**src/rtl/core/isl_pkg.sv**
```systemverilog
// Shared constants and command codes for the indexed shift list.
package isl_pkg;

   localparam int CAPACITY_DEFAULT  = 64;
   localparam int WORD_BITS_DEFAULT = 32;
   localparam int MAX_WORD_BITS     = 64;

   localparam int OPCODE_BITS    = 4;
   localparam int POSITION_BITS  = 6;
   localparam int PORT_WORD_BITS = 32;
   localparam int ENTRY_BITS     = 7;

   localparam logic [OPCODE_BITS-1:0] OP_GET        = 4'd0;
   localparam logic [OPCODE_BITS-1:0] OP_SET        = 4'd1;
   localparam logic [OPCODE_BITS-1:0] OP_PUSH_BACK  = 4'd2;
   localparam logic [OPCODE_BITS-1:0] OP_PUSH_FRONT = 4'd3;
   localparam logic [OPCODE_BITS-1:0] OP_INSERT     = 4'd4;
   localparam logic [OPCODE_BITS-1:0] OP_POP_BACK   = 4'd5;
   localparam logic [OPCODE_BITS-1:0] OP_POP_FRONT  = 4'd6;
   localparam logic [OPCODE_BITS-1:0] OP_POP_AT     = 4'd7;
   localparam logic [OPCODE_BITS-1:0] OP_CLEAR      = 4'd8;
   localparam logic [OPCODE_BITS-1:0] OP_GET_FRONT  = 4'd9;
   localparam logic [OPCODE_BITS-1:0] OP_GET_BACK   = 4'd10;

endpackage

```
**src/rtl/core/isl_if.sv**
```systemverilog
// Command and response channel interfaces of the indexed shift list.
interface isl_req_if;
   logic                               valid;
   logic                               ready;
   logic [isl_pkg::OPCODE_BITS-1:0]    opcode;
   logic [isl_pkg::POSITION_BITS-1:0]  position;
   logic [isl_pkg::PORT_WORD_BITS-1:0] word_in;

   modport source (output valid, output opcode, output position, output word_in,
                   input ready);
   modport sink (input valid, input opcode, input position, input word_in,
                 output ready);
endinterface

interface isl_rsp_if;
   logic                               valid;
   logic                               ready;
   logic                               ok;
   logic [isl_pkg::PORT_WORD_BITS-1:0] word_out;
   logic [isl_pkg::ENTRY_BITS-1:0]     entries;

   modport source (output valid, output ok, output word_out, output entries,
                   input ready);
   modport sink (input valid, input ok, input word_out, input entries,
                 output ready);
endinterface

```
**src/rtl/core/indexed_shift_list.sv**
```systemverilog
// Top level of the indexed shift list: command sequencer around the entry storage.
// Set, push_back, clear, push_front on an empty list and rejected commands finish from idle.
// Reads (get, get_front, get_back, pop_back) answer from the read state with the stored word.
// Insert and push_front shift entries up, then write the word; pops at p shift entries down.
// The shift moves one entry per cycle; a response held by the receiver stalls the next command.
// Reset clears the entry count and the control state; stored words stay undefined.
module indexed_shift_list #(
   parameter int CAPACITY  = isl_pkg::CAPACITY_DEFAULT,
   parameter int WORD_BITS = isl_pkg::WORD_BITS_DEFAULT
) (
   input logic clock,
   input logic reset,
   isl_req_if.sink   req_if,
   isl_rsp_if.source rsp_if
);
   import isl_pkg::*;

   localparam int AW   = $clog2(CAPACITY);
   localparam int CW   = $clog2(CAPACITY + 1);
   localparam int CMPW = (CW > POSITION_BITS) ? CW : POSITION_BITS;

   localparam logic [2:0] ST_IDLE   = 3'd0;
   localparam logic [2:0] ST_READ   = 3'd1;
   localparam logic [2:0] ST_UP     = 3'd2;
   localparam logic [2:0] ST_PUT    = 3'd3;
   localparam logic [2:0] ST_DFIRST = 3'd4;
   localparam logic [2:0] ST_DOWN   = 3'd5;
   localparam logic [2:0] ST_FIN    = 3'd6;

   logic [2:0]           state_ff, state_in;
   logic [CW-1:0]        fill_ff, fill_in;
   logic [AW-1:0]        pos_ff, pos_in;
   logic [AW-1:0]        dst_ff, dst_in;
   logic [WORD_BITS-1:0] word_ff, word_in;
   logic                 pend_ok_ff, pend_ok_in;
   logic [WORD_BITS-1:0] pend_word_ff, pend_word_in;

   logic                      rsp_valid_ff, rsp_valid_in;
   logic                      rsp_ok_ff, rsp_ok_in;
   logic [PORT_WORD_BITS-1:0] rsp_word_ff, rsp_word_in;
   logic [ENTRY_BITS-1:0]     rsp_entries_ff, rsp_entries_in;

   logic                 mem_we, mem_re;
   logic [AW-1:0]        mem_waddr, mem_raddr;
   logic [WORD_BITS-1:0] mem_wdata, rd_data;

   logic                 accept, out_free, done, load;
   logic                 res_ok;
   logic [WORD_BITS-1:0] res_word;
   logic                 in_range, full, empty;
   logic [AW-1:0]        pos_addr, fill_addr, last_addr;
   logic [WORD_BITS-1:0] word_masked;

   isl_store #(
      .DEPTH(CAPACITY),
      .WIDTH(WORD_BITS)
   ) u_store (
      .clock   (clock),
      .wr_en   (mem_we),
      .wr_addr (mem_waddr),
      .wr_data (mem_wdata),
      .rd_en   (mem_re),
      .rd_addr (mem_raddr),
      .rd_data (rd_data)
   );

   assign req_if.ready = (state_ff == ST_IDLE);
   assign accept       = req_if.valid && req_if.ready;
   assign out_free     = !rsp_valid_ff || rsp_if.ready;

   assign in_range    = CMPW'(req_if.position) < CMPW'(fill_ff);
   assign full        = (fill_ff == CW'(CAPACITY));
   assign empty       = (fill_ff == '0);
   assign pos_addr    = AW'(req_if.position);
   assign fill_addr   = AW'(fill_ff);
   assign last_addr   = AW'(fill_ff - CW'(1));
   assign word_masked = WORD_BITS'(MAX_WORD_BITS'(req_if.word_in));

   always_comb begin
      state_in     = state_ff;
      fill_in      = fill_ff;
      pos_in       = pos_ff;
      dst_in       = dst_ff;
      word_in      = word_ff;
      pend_ok_in   = pend_ok_ff;
      pend_word_in = pend_word_ff;
      mem_we       = 1'b0;
      mem_waddr    = '0;
      mem_wdata    = '0;
      mem_re       = 1'b0;
      mem_raddr    = '0;
      done         = 1'b0;
      res_ok       = 1'b0;
      res_word     = '0;

      unique case (state_ff)
         ST_IDLE: begin
            if (accept) begin
               pos_in  = pos_addr;
               word_in = word_masked;
               unique case (req_if.opcode)
                  OP_GET: begin
                     if (in_range) begin
                        mem_re    = 1'b1;
                        mem_raddr = pos_addr;
                        state_in  = ST_READ;
                     end else begin
                        done = 1'b1;
                     end
                  end
                  OP_SET: begin
                     done = 1'b1;
                     if (in_range) begin
                        mem_we    = 1'b1;
                        mem_waddr = pos_addr;
                        mem_wdata = word_masked;
                        res_ok    = 1'b1;
                     end
                  end
                  OP_PUSH_BACK: begin
                     done = 1'b1;
                     if (!full) begin
                        mem_we    = 1'b1;
                        mem_waddr = fill_addr;
                        mem_wdata = word_masked;
                        fill_in   = fill_ff + CW'(1);
                        res_ok    = 1'b1;
                     end
                  end
                  OP_PUSH_FRONT: begin
                     if (full) begin
                        done = 1'b1;
                     end else if (empty) begin
                        mem_we    = 1'b1;
                        mem_waddr = '0;
                        mem_wdata = word_masked;
                        fill_in   = fill_ff + CW'(1);
                        done      = 1'b1;
                        res_ok    = 1'b1;
                     end else begin
                        mem_re    = 1'b1;
                        mem_raddr = last_addr;
                        dst_in    = fill_addr;
                        pos_in    = '0;
                        fill_in   = fill_ff + CW'(1);
                        state_in  = ST_UP;
                     end
                  end
                  OP_INSERT: begin
                     if (in_range && !full) begin
                        mem_re    = 1'b1;
                        mem_raddr = last_addr;
                        dst_in    = fill_addr;
                        fill_in   = fill_ff + CW'(1);
                        state_in  = ST_UP;
                     end else begin
                        done = 1'b1;
                     end
                  end
                  OP_POP_BACK: begin
                     if (!empty) begin
                        mem_re    = 1'b1;
                        mem_raddr = last_addr;
                        fill_in   = fill_ff - CW'(1);
                        state_in  = ST_READ;
                     end else begin
                        done = 1'b1;
                     end
                  end
                  OP_POP_FRONT: begin
                     if (!empty) begin
                        mem_re    = 1'b1;
                        mem_raddr = '0;
                        pos_in    = '0;
                        fill_in   = fill_ff - CW'(1);
                        state_in  = ST_DFIRST;
                     end else begin
                        done = 1'b1;
                     end
                  end
                  OP_POP_AT: begin
                     if (in_range) begin
                        mem_re    = 1'b1;
                        mem_raddr = pos_addr;
                        fill_in   = fill_ff - CW'(1);
                        state_in  = ST_DFIRST;
                     end else begin
                        done = 1'b1;
                     end
                  end
                  OP_CLEAR: begin
                     fill_in = '0;
                     done    = 1'b1;
                     res_ok  = 1'b1;
                  end
                  OP_GET_FRONT: begin
                     if (!empty) begin
                        mem_re    = 1'b1;
                        mem_raddr = '0;
                        state_in  = ST_READ;
                     end else begin
                        done = 1'b1;
                     end
                  end
                  OP_GET_BACK: begin
                     if (!empty) begin
                        mem_re    = 1'b1;
                        mem_raddr = last_addr;
                        state_in  = ST_READ;
                     end else begin
                        done = 1'b1;
                     end
                  end
                  default: begin
                     done = 1'b1;
                  end
               endcase
            end
         end
         ST_READ: begin
            done     = 1'b1;
            res_ok   = 1'b1;
            res_word = rd_data;
         end
         ST_UP: begin
            mem_we    = 1'b1;
            mem_waddr = dst_ff;
            mem_wdata = rd_data;
            if ((dst_ff - AW'(1)) > pos_ff) begin
               mem_re    = 1'b1;
               mem_raddr = dst_ff - AW'(2);
               dst_in    = dst_ff - AW'(1);
            end else begin
               state_in = ST_PUT;
            end
         end
         ST_PUT: begin
            mem_we    = 1'b1;
            mem_waddr = pos_ff;
            mem_wdata = word_ff;
            done      = 1'b1;
            res_ok    = 1'b1;
         end
         ST_DFIRST: begin
            pend_word_in = rd_data;
            if (CW'(pos_ff) < fill_ff) begin
               mem_re    = 1'b1;
               mem_raddr = pos_ff + AW'(1);
               dst_in    = pos_ff;
               state_in  = ST_DOWN;
            end else begin
               done     = 1'b1;
               res_ok   = 1'b1;
               res_word = rd_data;
            end
         end
         ST_DOWN: begin
            mem_we    = 1'b1;
            mem_waddr = dst_ff;
            mem_wdata = rd_data;
            if ((CW'(dst_ff) + CW'(1)) < fill_ff) begin
               mem_re    = 1'b1;
               mem_raddr = dst_ff + AW'(2);
               dst_in    = dst_ff + AW'(1);
            end else begin
               done     = 1'b1;
               res_ok   = 1'b1;
               res_word = pend_word_ff;
            end
         end
         ST_FIN: begin
            done     = 1'b1;
            res_ok   = pend_ok_ff;
            res_word = pend_word_ff;
         end
         default: begin
            state_in = ST_IDLE;
         end
      endcase

      load = 1'b0;
      if (done) begin
         if (out_free) begin
            load     = 1'b1;
            state_in = ST_IDLE;
         end else begin
            pend_ok_in   = res_ok;
            pend_word_in = res_word;
            state_in     = ST_FIN;
         end
      end
   end

   always_comb begin
      rsp_ok_in      = rsp_ok_ff;
      rsp_word_in    = rsp_word_ff;
      rsp_entries_in = rsp_entries_ff;
      if (load) begin
         rsp_valid_in   = 1'b1;
         rsp_ok_in      = res_ok;
         rsp_word_in    = PORT_WORD_BITS'(MAX_WORD_BITS'(res_word));
         rsp_entries_in = ENTRY_BITS'(fill_in);
      end else if (rsp_if.ready) begin
         rsp_valid_in = 1'b0;
      end else begin
         rsp_valid_in = rsp_valid_ff;
      end
   end

   always_ff @(posedge clock) begin
      if (reset) begin
         state_ff     <= ST_IDLE;
         fill_ff      <= '0;
         rsp_valid_ff <= 1'b0;
      end else begin
         state_ff     <= state_in;
         fill_ff      <= fill_in;
         rsp_valid_ff <= rsp_valid_in;
      end
   end

   always_ff @(posedge clock) begin
      pos_ff         <= pos_in;
      dst_ff         <= dst_in;
      word_ff        <= word_in;
      pend_ok_ff     <= pend_ok_in;
      pend_word_ff   <= pend_word_in;
      rsp_ok_ff      <= rsp_ok_in;
      rsp_word_ff    <= rsp_word_in;
      rsp_entries_ff <= rsp_entries_in;
   end

   assign rsp_if.valid    = rsp_valid_ff;
   assign rsp_if.ok       = rsp_ok_ff;
   assign rsp_if.word_out = rsp_word_ff;
   assign rsp_if.entries  = rsp_entries_ff;

   a_fill_bound: assert property (@(posedge clock) disable iff (reset)
      fill_ff <= CW'(CAPACITY))
      else $error("entry count exceeds capacity");

   a_no_same_entry: assert property (@(posedge clock) disable iff (reset)
      !(mem_we && mem_re && (mem_waddr == mem_raddr)))
      else $error("read and write of the same entry in one cycle");

   a_clear_empties: assert property (@(posedge clock) disable iff (reset)
      (accept && (req_if.opcode == OP_CLEAR)) |=> (fill_ff == '0))
      else $error("clear left entries in the list");

   a_load_when_free: assert property (@(posedge clock) disable iff (reset)
      (rsp_valid_ff && !rsp_if.ready) |=> $stable(rsp_word_ff) && $stable(rsp_entries_ff))
      else $error("pending response overwritten");

endmodule

```
**src/rtl/core/isl_store.sv**
```systemverilog
// Entry storage: one write port and one registered read port.
module isl_store #(
   parameter int DEPTH = isl_pkg::CAPACITY_DEFAULT,
   parameter int WIDTH = isl_pkg::WORD_BITS_DEFAULT
) (
   input  logic                     clock,
   input  logic                     wr_en,
   input  logic [$clog2(DEPTH)-1:0] wr_addr,
   input  logic [WIDTH-1:0]         wr_data,
   input  logic                     rd_en,
   input  logic [$clog2(DEPTH)-1:0] rd_addr,
   output logic [WIDTH-1:0]         rd_data
);
   import isl_pkg::*;

   logic [WIDTH-1:0] mem [DEPTH];
   logic [WIDTH-1:0] rd_data_ff;

   always_ff @(posedge clock) begin
      if (wr_en) begin
         mem[wr_addr] <= wr_data;
      end
   end

   always_ff @(posedge clock) begin
      if (rd_en) begin
         rd_data_ff <= mem[rd_addr];
      end
   end

   assign rd_data = rd_data_ff;

endmodule
```
**src/flat_wrapper.sv**
```systemverilog
// flat-port wrapper written by rule: the top's interface ports become plain ports
module indexed_shift_list_flat import isl_pkg::*;
#(
   parameter int CAPACITY  = isl_pkg::CAPACITY_DEFAULT,
   parameter int WORD_BITS = isl_pkg::WORD_BITS_DEFAULT
)
  (clock, reset, req_if_valid, req_if_opcode, req_if_position, req_if_word_in, req_if_ready, rsp_if_valid, rsp_if_ok, rsp_if_word_out, rsp_if_entries, rsp_if_ready);
  isl_req_if req_if_i ();
  isl_rsp_if rsp_if_i ();
  input logic clock;
  input logic reset;
  input wire logic [$bits(req_if_i.valid)-1:0] req_if_valid;
  input wire logic [$bits(req_if_i.opcode)-1:0] req_if_opcode;
  input wire logic [$bits(req_if_i.position)-1:0] req_if_position;
  input wire logic [$bits(req_if_i.word_in)-1:0] req_if_word_in;
  output wire logic [$bits(req_if_i.ready)-1:0] req_if_ready;
  output wire logic [$bits(rsp_if_i.valid)-1:0] rsp_if_valid;
  output wire logic [$bits(rsp_if_i.ok)-1:0] rsp_if_ok;
  output wire logic [$bits(rsp_if_i.word_out)-1:0] rsp_if_word_out;
  output wire logic [$bits(rsp_if_i.entries)-1:0] rsp_if_entries;
  input wire logic [$bits(rsp_if_i.ready)-1:0] rsp_if_ready;
  assign req_if_i.valid = req_if_valid;
  assign req_if_i.opcode = req_if_opcode;
  assign req_if_i.position = req_if_position;
  assign req_if_i.word_in = req_if_word_in;
  assign req_if_ready = req_if_i.ready;
  assign rsp_if_valid = rsp_if_i.valid;
  assign rsp_if_ok = rsp_if_i.ok;
  assign rsp_if_word_out = rsp_if_i.word_out;
  assign rsp_if_entries = rsp_if_i.entries;
  assign rsp_if_i.ready = rsp_if_ready;
  indexed_shift_list #(.CAPACITY(CAPACITY), .WORD_BITS(WORD_BITS)) u_core (.clock(clock), .reset(reset), .req_if(req_if_i), .rsp_if(rsp_if_i));
endmodule
```
**config.mk**
```make
export PLATFORM = sky130hd
export DESIGN_NAME = indexed_shift_list_flat
export DESIGN_NICKNAME = d
export VERILOG_FILES = /design/src/rtl/core/isl_pkg.sv /design/src/rtl/core/isl_if.sv /design/src/rtl/core/indexed_shift_list.sv /design/src/rtl/core/isl_store.sv /design/src/flat_wrapper.sv
export SDC_FILE = /design/constraint.sdc
export NUM_CORES = 2
export LEC_CHECK = 0
export ABC_AREA = 0
export BUFFER_PORTS_ARGS = -buffer_cell sky130_fd_sc_hd__buf_2
export CORE_ASPECT_RATIO = 0.6
export CORE_MARGIN = 2
export CORE_UTILIZATION = 50
export CTS_CLUSTER_SIZE = 25
export DETAILED_ROUTE_END_ITERATION = 7
export GPL_TIMING_DRIVEN = 0
export PLACE_DENSITY = 0.65
export SYNTH_ARGS = -nofsm -noshare
export SYNTH_HDL_FRONTEND = slang
export SYNTH_SLANG_ARGS = --single-unit
```
**constraint.sdc**
```tcl
create_clock -name clock -period 6 [get_ports clock]
set_input_delay 0.6 -clock clock [delete_from_list [all_inputs] [get_ports clock]]
set_output_delay 0.6 -clock clock [all_outputs]
set_load 0.02 [all_outputs]
```
# Word level (Yosys, flattened, before mapping)
# Memory sizes are Yosys's and may differ from the RTL's. A register that Yosys moved wholly into a read port is not among the register bits.
# Cells that the tools add are included.
totals:
  regBits: 128
  latch_bits: 0
  ramBits: 2048
  rom_bits: 0
  input_bits: 46
  out_inout_bits: 42
  elab_cells: 180
  memories: 1
classes:
  n_addsub: 8
  mul: 0
  n_div: 0
  n_lt_le_gt_ge: 4
  n_eq_ne: 37
  shift: 0
  mux: 93
  bitwise_logic: 1
  reduce_logical: 25
memory_table:
  columns: ["memory", "words", "word_bits", "rd", "rd_ports_with_merged_regs", "write_ports", "line_no", "source"]
  rows:
  - ["u_core.u_store.mem", 64, 32, 1, 1, 1, "isl_store.sv:16", "logic [WIDTH-1:0] mem [DEPTH];"]
ops:
  columns: ["op", "n"]
  rows:
  - ["two-way mux 32 bit", 10]
  - ["one-hot mux 32 bit (3 select lines)", 2]
  - ["one-hot mux 32 bit (4 select lines)", 1]
  - ["two-way mux 6 bit", 19]
  - ["one-hot mux 6 bit (4 select lines)", 3]
  - ["two-way mux 7 bit", 6]
  - ["two-way mux 3 bit", 12]
  - ["one-hot mux 6 bit (2 select lines)", 3]
  - ["one-hot mux 7 bit (5 select lines)", 1]
  - ["!= test 4 bit (second input constant)", 7]
  - ["two-way mux 1 bit", 25]
  - ["one-hot mux 1 bit (4 select lines)", 5]
  - ["one-hot mux 3 bit (6 select lines)", 1]
  - ["one-hot mux 6 bit (3 select lines)", 1]
  - ["== test 4 x 3 -> 1 bit (second input constant)", 4]
  - ["!= test 3 bit (second input constant)", 5]
  - ["less-than comparator 6 x 7 -> 1 bit", 2]
  - ["adder 6 x 1 -> 6 bit (second input constant)", 2]
  - ["== test 4 bit (second input constant)", 3]
  - ["one-hot mux 3 bit (4 select lines)", 1]
  - ["AND reduction 12 bit", 1]
  - ["OR reduction 2 bit", 6]
  - ["== test 3 bit (second input constant)", 3]
  - ["AND reduction 9 bit", 1]
  - ["other kinds (33)", 44]

# Logic depth before layout (Yosys ltp)
logic_depth:
  ltp_word: 9
  mapped_depth: 21
  ltp_nobuf: 16

# Cells and area by module
# From an unflattened synthesis, not the netlist that was laid out.
hier_totals:
  cells_unflattened: 4276
  area_unflattened_um2: 87353.8
by_module_without_submodules:
  columns: ["mod", "n_inst", "cells_per_inst", "area_per_inst_um2", "seq_area_each_um2"]
  rows:
  - ["isl_store", 1, 3511, 79359.9, 62459.9]
  - ["indexed_shift_list", 1, 765, 7993.9, 3413.3]

# Worst setup path after synthesis
# No wires, ideal clock.
synth_path:
  path_type: "input-to-reg"
  start: "input req_if_valid"
  end: "memory u_core.u_store.mem[0][0] in the netlist's numbering (enable)"
  setup_time_ps: 421
  arrival_time_ps: 4549
  required_ps: 5579
  slack_ps: 1030
  path_stages: 7
  n_path_buf: 1
  path_cell_list: "nand2_1 clkinv_1 a222oi_1 nand3_1 or2_2 clkbuf_1 nor2_1"
synth_between:
  elab_chain_len: 5
  elab_cells_between_ends: 7
synth_lines:
  columns: ["item", "line_no", "source"]
  rows:
  - ["start: declaration", "flat_wrapper.sv:12", "input wire logic [$bits(req_if_i.valid)-1:0] req_if_valid;"]
  - ["logical AND 1 bit (*)", "indexed_shift_list.sv:68", "assign accept = req_if.valid && req_if.ready;"]
  - ["two-way mux 1 bit", "indexed_shift_list.sv:98", "if (accept) begin"]
  - ["one-hot mux 1 bit (2 select lines)", "indexed_shift_list.sv:96", "unique case (state_ff)"]
  - ["two-way mux 1 bit", "isl_store.sv:20", "if (wr_en) begin"]
  - ["two-way mux 1 bit (not written as such)", "isl_store.sv:21", "mem[wr_addr] <= wr_data;"]
  - ["end: declaration", "isl_store.sv:16", null]
# Every way passes the cells marked *; elsewhere a longest branch is shown, timed or not.

# Worst setup path in the final report
layout_path:
  start: "register u_core.dst_ff[2]"
  end: "register u_core.u_store.rd_data_ff[27], in the netlist u_core.u_store.rd_data[27] (read register of u_core.u_store.mem) (data pin)"
layout_between:
  elab_chain_len: 4
  elab_cells_between_ends: 12
layout_lines:
  columns: ["item", "line_no", "source"]
  rows:
  - ["start: declaration", "indexed_shift_list.sv:33", "logic [AW-1:0] dst_ff, dst_in;"]
  - ["start signal: assignment", "indexed_shift_list.sv:324", "dst_ff <= dst_in;"]
  - ["adder 6 x 1 -> 7 bit or subtractor 6 x 1 -> 6 bit (tied branches)", "indexed_shift_list.sv:261, indexed_shift_list.sv:229", null]
  - ["less-than comparator 7 bit or greater-than comparator 6 bit (tied branches)", "indexed_shift_list.sv:261, indexed_shift_list.sv:229", null]
  - ["two-way mux 6 bit (tied with other cells)", "indexed_shift_list.sv:261", "if ((CW'(dst_ff) + CW'(1)) < fill_ff) begin"]
  - ["one-hot mux 6 bit (4 select lines) or one-hot mux 1 bit (4 select lines) (tied branches)", "indexed_shift_list.sv:96", null]
  - ["end: declaration", "isl_store.sv:17", "logic [WIDTH-1:0] rd_data_ff;"]
# Parallel ways exist; a longest one is shown, timed or not.
# A chain may end at the register's enable or synchronous reset.

==> impl_metrics.ini <==
[outcome]
status = complete, but fails checks
violations = DRC, setup timing

[floorplanning]
dieArea_um2 = 177000
die-height_um = 327
core_area_um2 = 173000
io_pins = 88
die_w_um = 542
placement_rows = 118
initial_core_util_pct = 50.4

[grt]
grt_overflow_total = 0
antenna_found_initial = 23
grt_max_degree = 65
track_usage_pct = 29.7
grt_pass1_vias = 46700
grt_first_pass_wirelength_mm = 368

[sta]
fmax_mhz = 166
slew_headroom_pct = 12.3
slew_viol_final = 0
fin_crit_ns = 6.04
grt_setup_unrepaired = true
fin_ws_ns = -0.0359
fin_crit_sh_pct = 101
skew_ns = 0.0684
tightest_slew_ns = 1.31
hold_viol = 0
whs_ns = 0.129
finalSetupViolCount = 4

[synthesis]
synth-main-ff-cell = edfxtp_1
synth_warnings = 0
synth_edf_count = 2165
synth_area_um2 = 86900
synth-seq-cells = 2208
synthDistinctLibCells = 78
async_flop_share_pct = 0
avgSynthCellArea_um2 = 17.7
synthesis.nets = 5005
synth_cells = 4926
synth-seq-area-share_pct = 75.8

[worst_setup_path]
critPathCaptureType = flop
crit_start = u_core.dst_ff[2]
critPathRequiredTime_ns = 6.52
critPathKind = reg -> reg
rr_startpoint = u_core.dst_ff[2]
cp-start-kind = flop
worstPathArrival_ns = 6.56
cp_max_fo = 11

[cts]
cts_buffers = 195
cts.sinks = 2208
root_buffer = clkbuf_16
path_clk_slew_ns = 0.08
ctsLongestPathBuffers = 4
cts_tree = yes
htree_levels = 4
insertion_delay_ns = 0.84

[layout]
ff_latch_area_um2 = 65900
fill_cells = 12600
instances_no_fill = 7814
areaGrowthSynthToFinish_pct = 16.7
final_area_um2 = 101000
drive_above_1_share_pct = 18.1
nets = 5457
multiInputGateArea_um2 = 21300

[place]
dpl_cell_area_um2 = 93400
port_buffers = 87
dp_cells = 7422
hpwlAfterDp_mm = 184
gp_congestion = 0.970

[hold_path]
hold_class = in -> reg
min-delay-start = req_if_position[5]

[drt]
dr.pass1.iters = 8
vias_per_cell = 6.47
ant_nets = 0
wirelength_mm = 267
drt_first_iter_violations = 8334
vias = 50500
drc_errors = 2
wl_per_cell_um = 34.2

[power_and_ir_drop]
leakage_uw = 0.0327
p_per_area_nw_per_um2 = 363
peakVddDrop_mv = 0.233

[job]
maxCapViolations = 0
per-stage QoR:
step | setup WS [ns] | power [µW] | util (%) | setup TNS, ns
5_1_grt | -0.0711 | 37600 | 58.8 | -0.313
4_1_cts | 0.000521 | 36600 | 58.6 | 0
3_5_place_dp | -1.76 | 23800 | 54.1 | -87.30
2_1_floorplan | 1.03 | 21200 | - | 0
6_report | -0.0359 | 36800 | 58.8 | -0.0819
3_3_place_gp | -2.91 | 23500 | 52.3 | -6015.34
cells by family after synthesis:
| logic type | after synthesis | synth area share, % |
|---|---|---|
| AO/OA/AOI/OAI | 896 | 7.52 |
| XOR/XNOR | 20 | 0.201 |
| adder cells (fa/ha/maj) | 33 | 0.475 |
| buffers and inverters | 365 | 1.92 |
| flip-flops | 2208 | 75.8 |
| multiplexers | 1061 | 12.2 |
| AND/OR/NAND/NOR | 343 | 1.91 |
path summary, 6_finish.rpt:
check                                     to  slack [ns]  cells past startpoint
setup reg to reg  u_core.u_store.rd_data[27]       -0.04                     19
hold / removal              u_core.pos_ff[5]        0.13                      2
hold reg to reg       u_core.pend_word_ff[1]        0.56                      2
setup / recovery  u_core.u_store.rd_data[27]       -0.04                     19
final cells by class:
| cell class | instances | share of cell area (%) |
|---|---|---|
| tap | 2280 | 2.81 |
| multi-input combinational | 2353 | 21.0 |
| timing repair buffer | 258 | 3.15 |
| antenna | 8 | 0.0197 |
| clock inverter | 106 | 1.14 |
| buffer | 298 | 1.62 |
| sequential | 2208 | 64.9 |
| clock buffer | 239 | 5.08 |
| inverter | 64 | 0.292 |
placed cells by master, fill, tap and decap left out, types with 39 or more instances in the layout:
master        n
clkbuf_1    100
nand2_1      58
dfxtp_1      40
mux2i_1    1060
buf_4        68
o41ai_2      46
o41ai_4      49
nor2_1       68
buf_2       240
buf_12       64
nor2_4       64
a21oi_1      52
edfxtp_1   2165
clkinv_2     44
o22ai_1     519
clkbuf_16   200
a22o_1       39
worst max-delay path, stage by stage, from the launching register on:
cell and delay, ns:
edfxtp_1 0.41, clkbuf_2 0.25, inv_1 0.12, ha_1 0.22, nor3b_4 0.28, nand2_1 0.11, xnor2_1 0.17, ha_1 0.34
nand4_1 0.11, or2_1 0.29, o311a_1 0.15, buf_2 0.20, and2_1 0.22, a2111o_1 0.47, o211ai_1 0.34, buf_6 0.41
clkbuf_4 0.42, o22ai_1 0.27, o41ai_4 0.60, o2111ai_1 0.31
synthesized netlist by cell type, types with 39 or more instances:
cell type,n,area (µm²)
a21oi_1,54,270
a22o_1,39,342
buf_2,182,911
clkbuf_1,90,338
dfxtp_1,43,861
edfxtp_1,2165,65000
inv_1,61,229
mux2i_1,1060,10600
nand2_1,59,221
nor2_1,133,499
o22ai_1,520,3250
o41ai_1,61,534
registers in the layout, summed over array words and instances, names as in the netlist:
register	flops
u_core.rsp_if.entries	7
u_core.pend_ok_ff	1
u_core.rsp_if.valid	1
u_core.pos_ff	6
u_core.fill_ff	7
u_core.dst_ff	6
u_core.rsp_if.ok	1
u_core.state_ff	3
u_core.pend_word_ff	32
u_core.u_store.mem	2048
u_core.u_store.rd_data	32
u_core.rsp_if.word_out	32
u_core.word_ff	32
where the power goes:
group / switching (µW) / total, µW / internal [µW]
sequential: 234 / 18000 / 17800
combinational: 4240 / 6060 / 1820
clock: 5660 / 12800 / 7100
routing by layer:
| layer | GRT usage (%) | up-vias | wire [µm] |
|---|---|---|---|
| met1 | 44.9 | 26000 | 111000 |
| li1 | - | 21100 | - |
| met2 | 38.6 | 3085 | 105000 |
| met5 | 0 | - | 0 |
| met4 | 9.20 | 0 | 8990 |
| met3 | 12.3 | 434 | 42000 |
repair_timing:
item | in CTS | in global routing
endpoints found under the hold margin | 32 | 0
setup endpoints to repair | 397 | 364
hold buffers | 32 | 0
buffers inserted | 0 | 10
resized for setup | 163 | 81
pin swaps | 10 | 17
(Power assumes the default switching activity.)
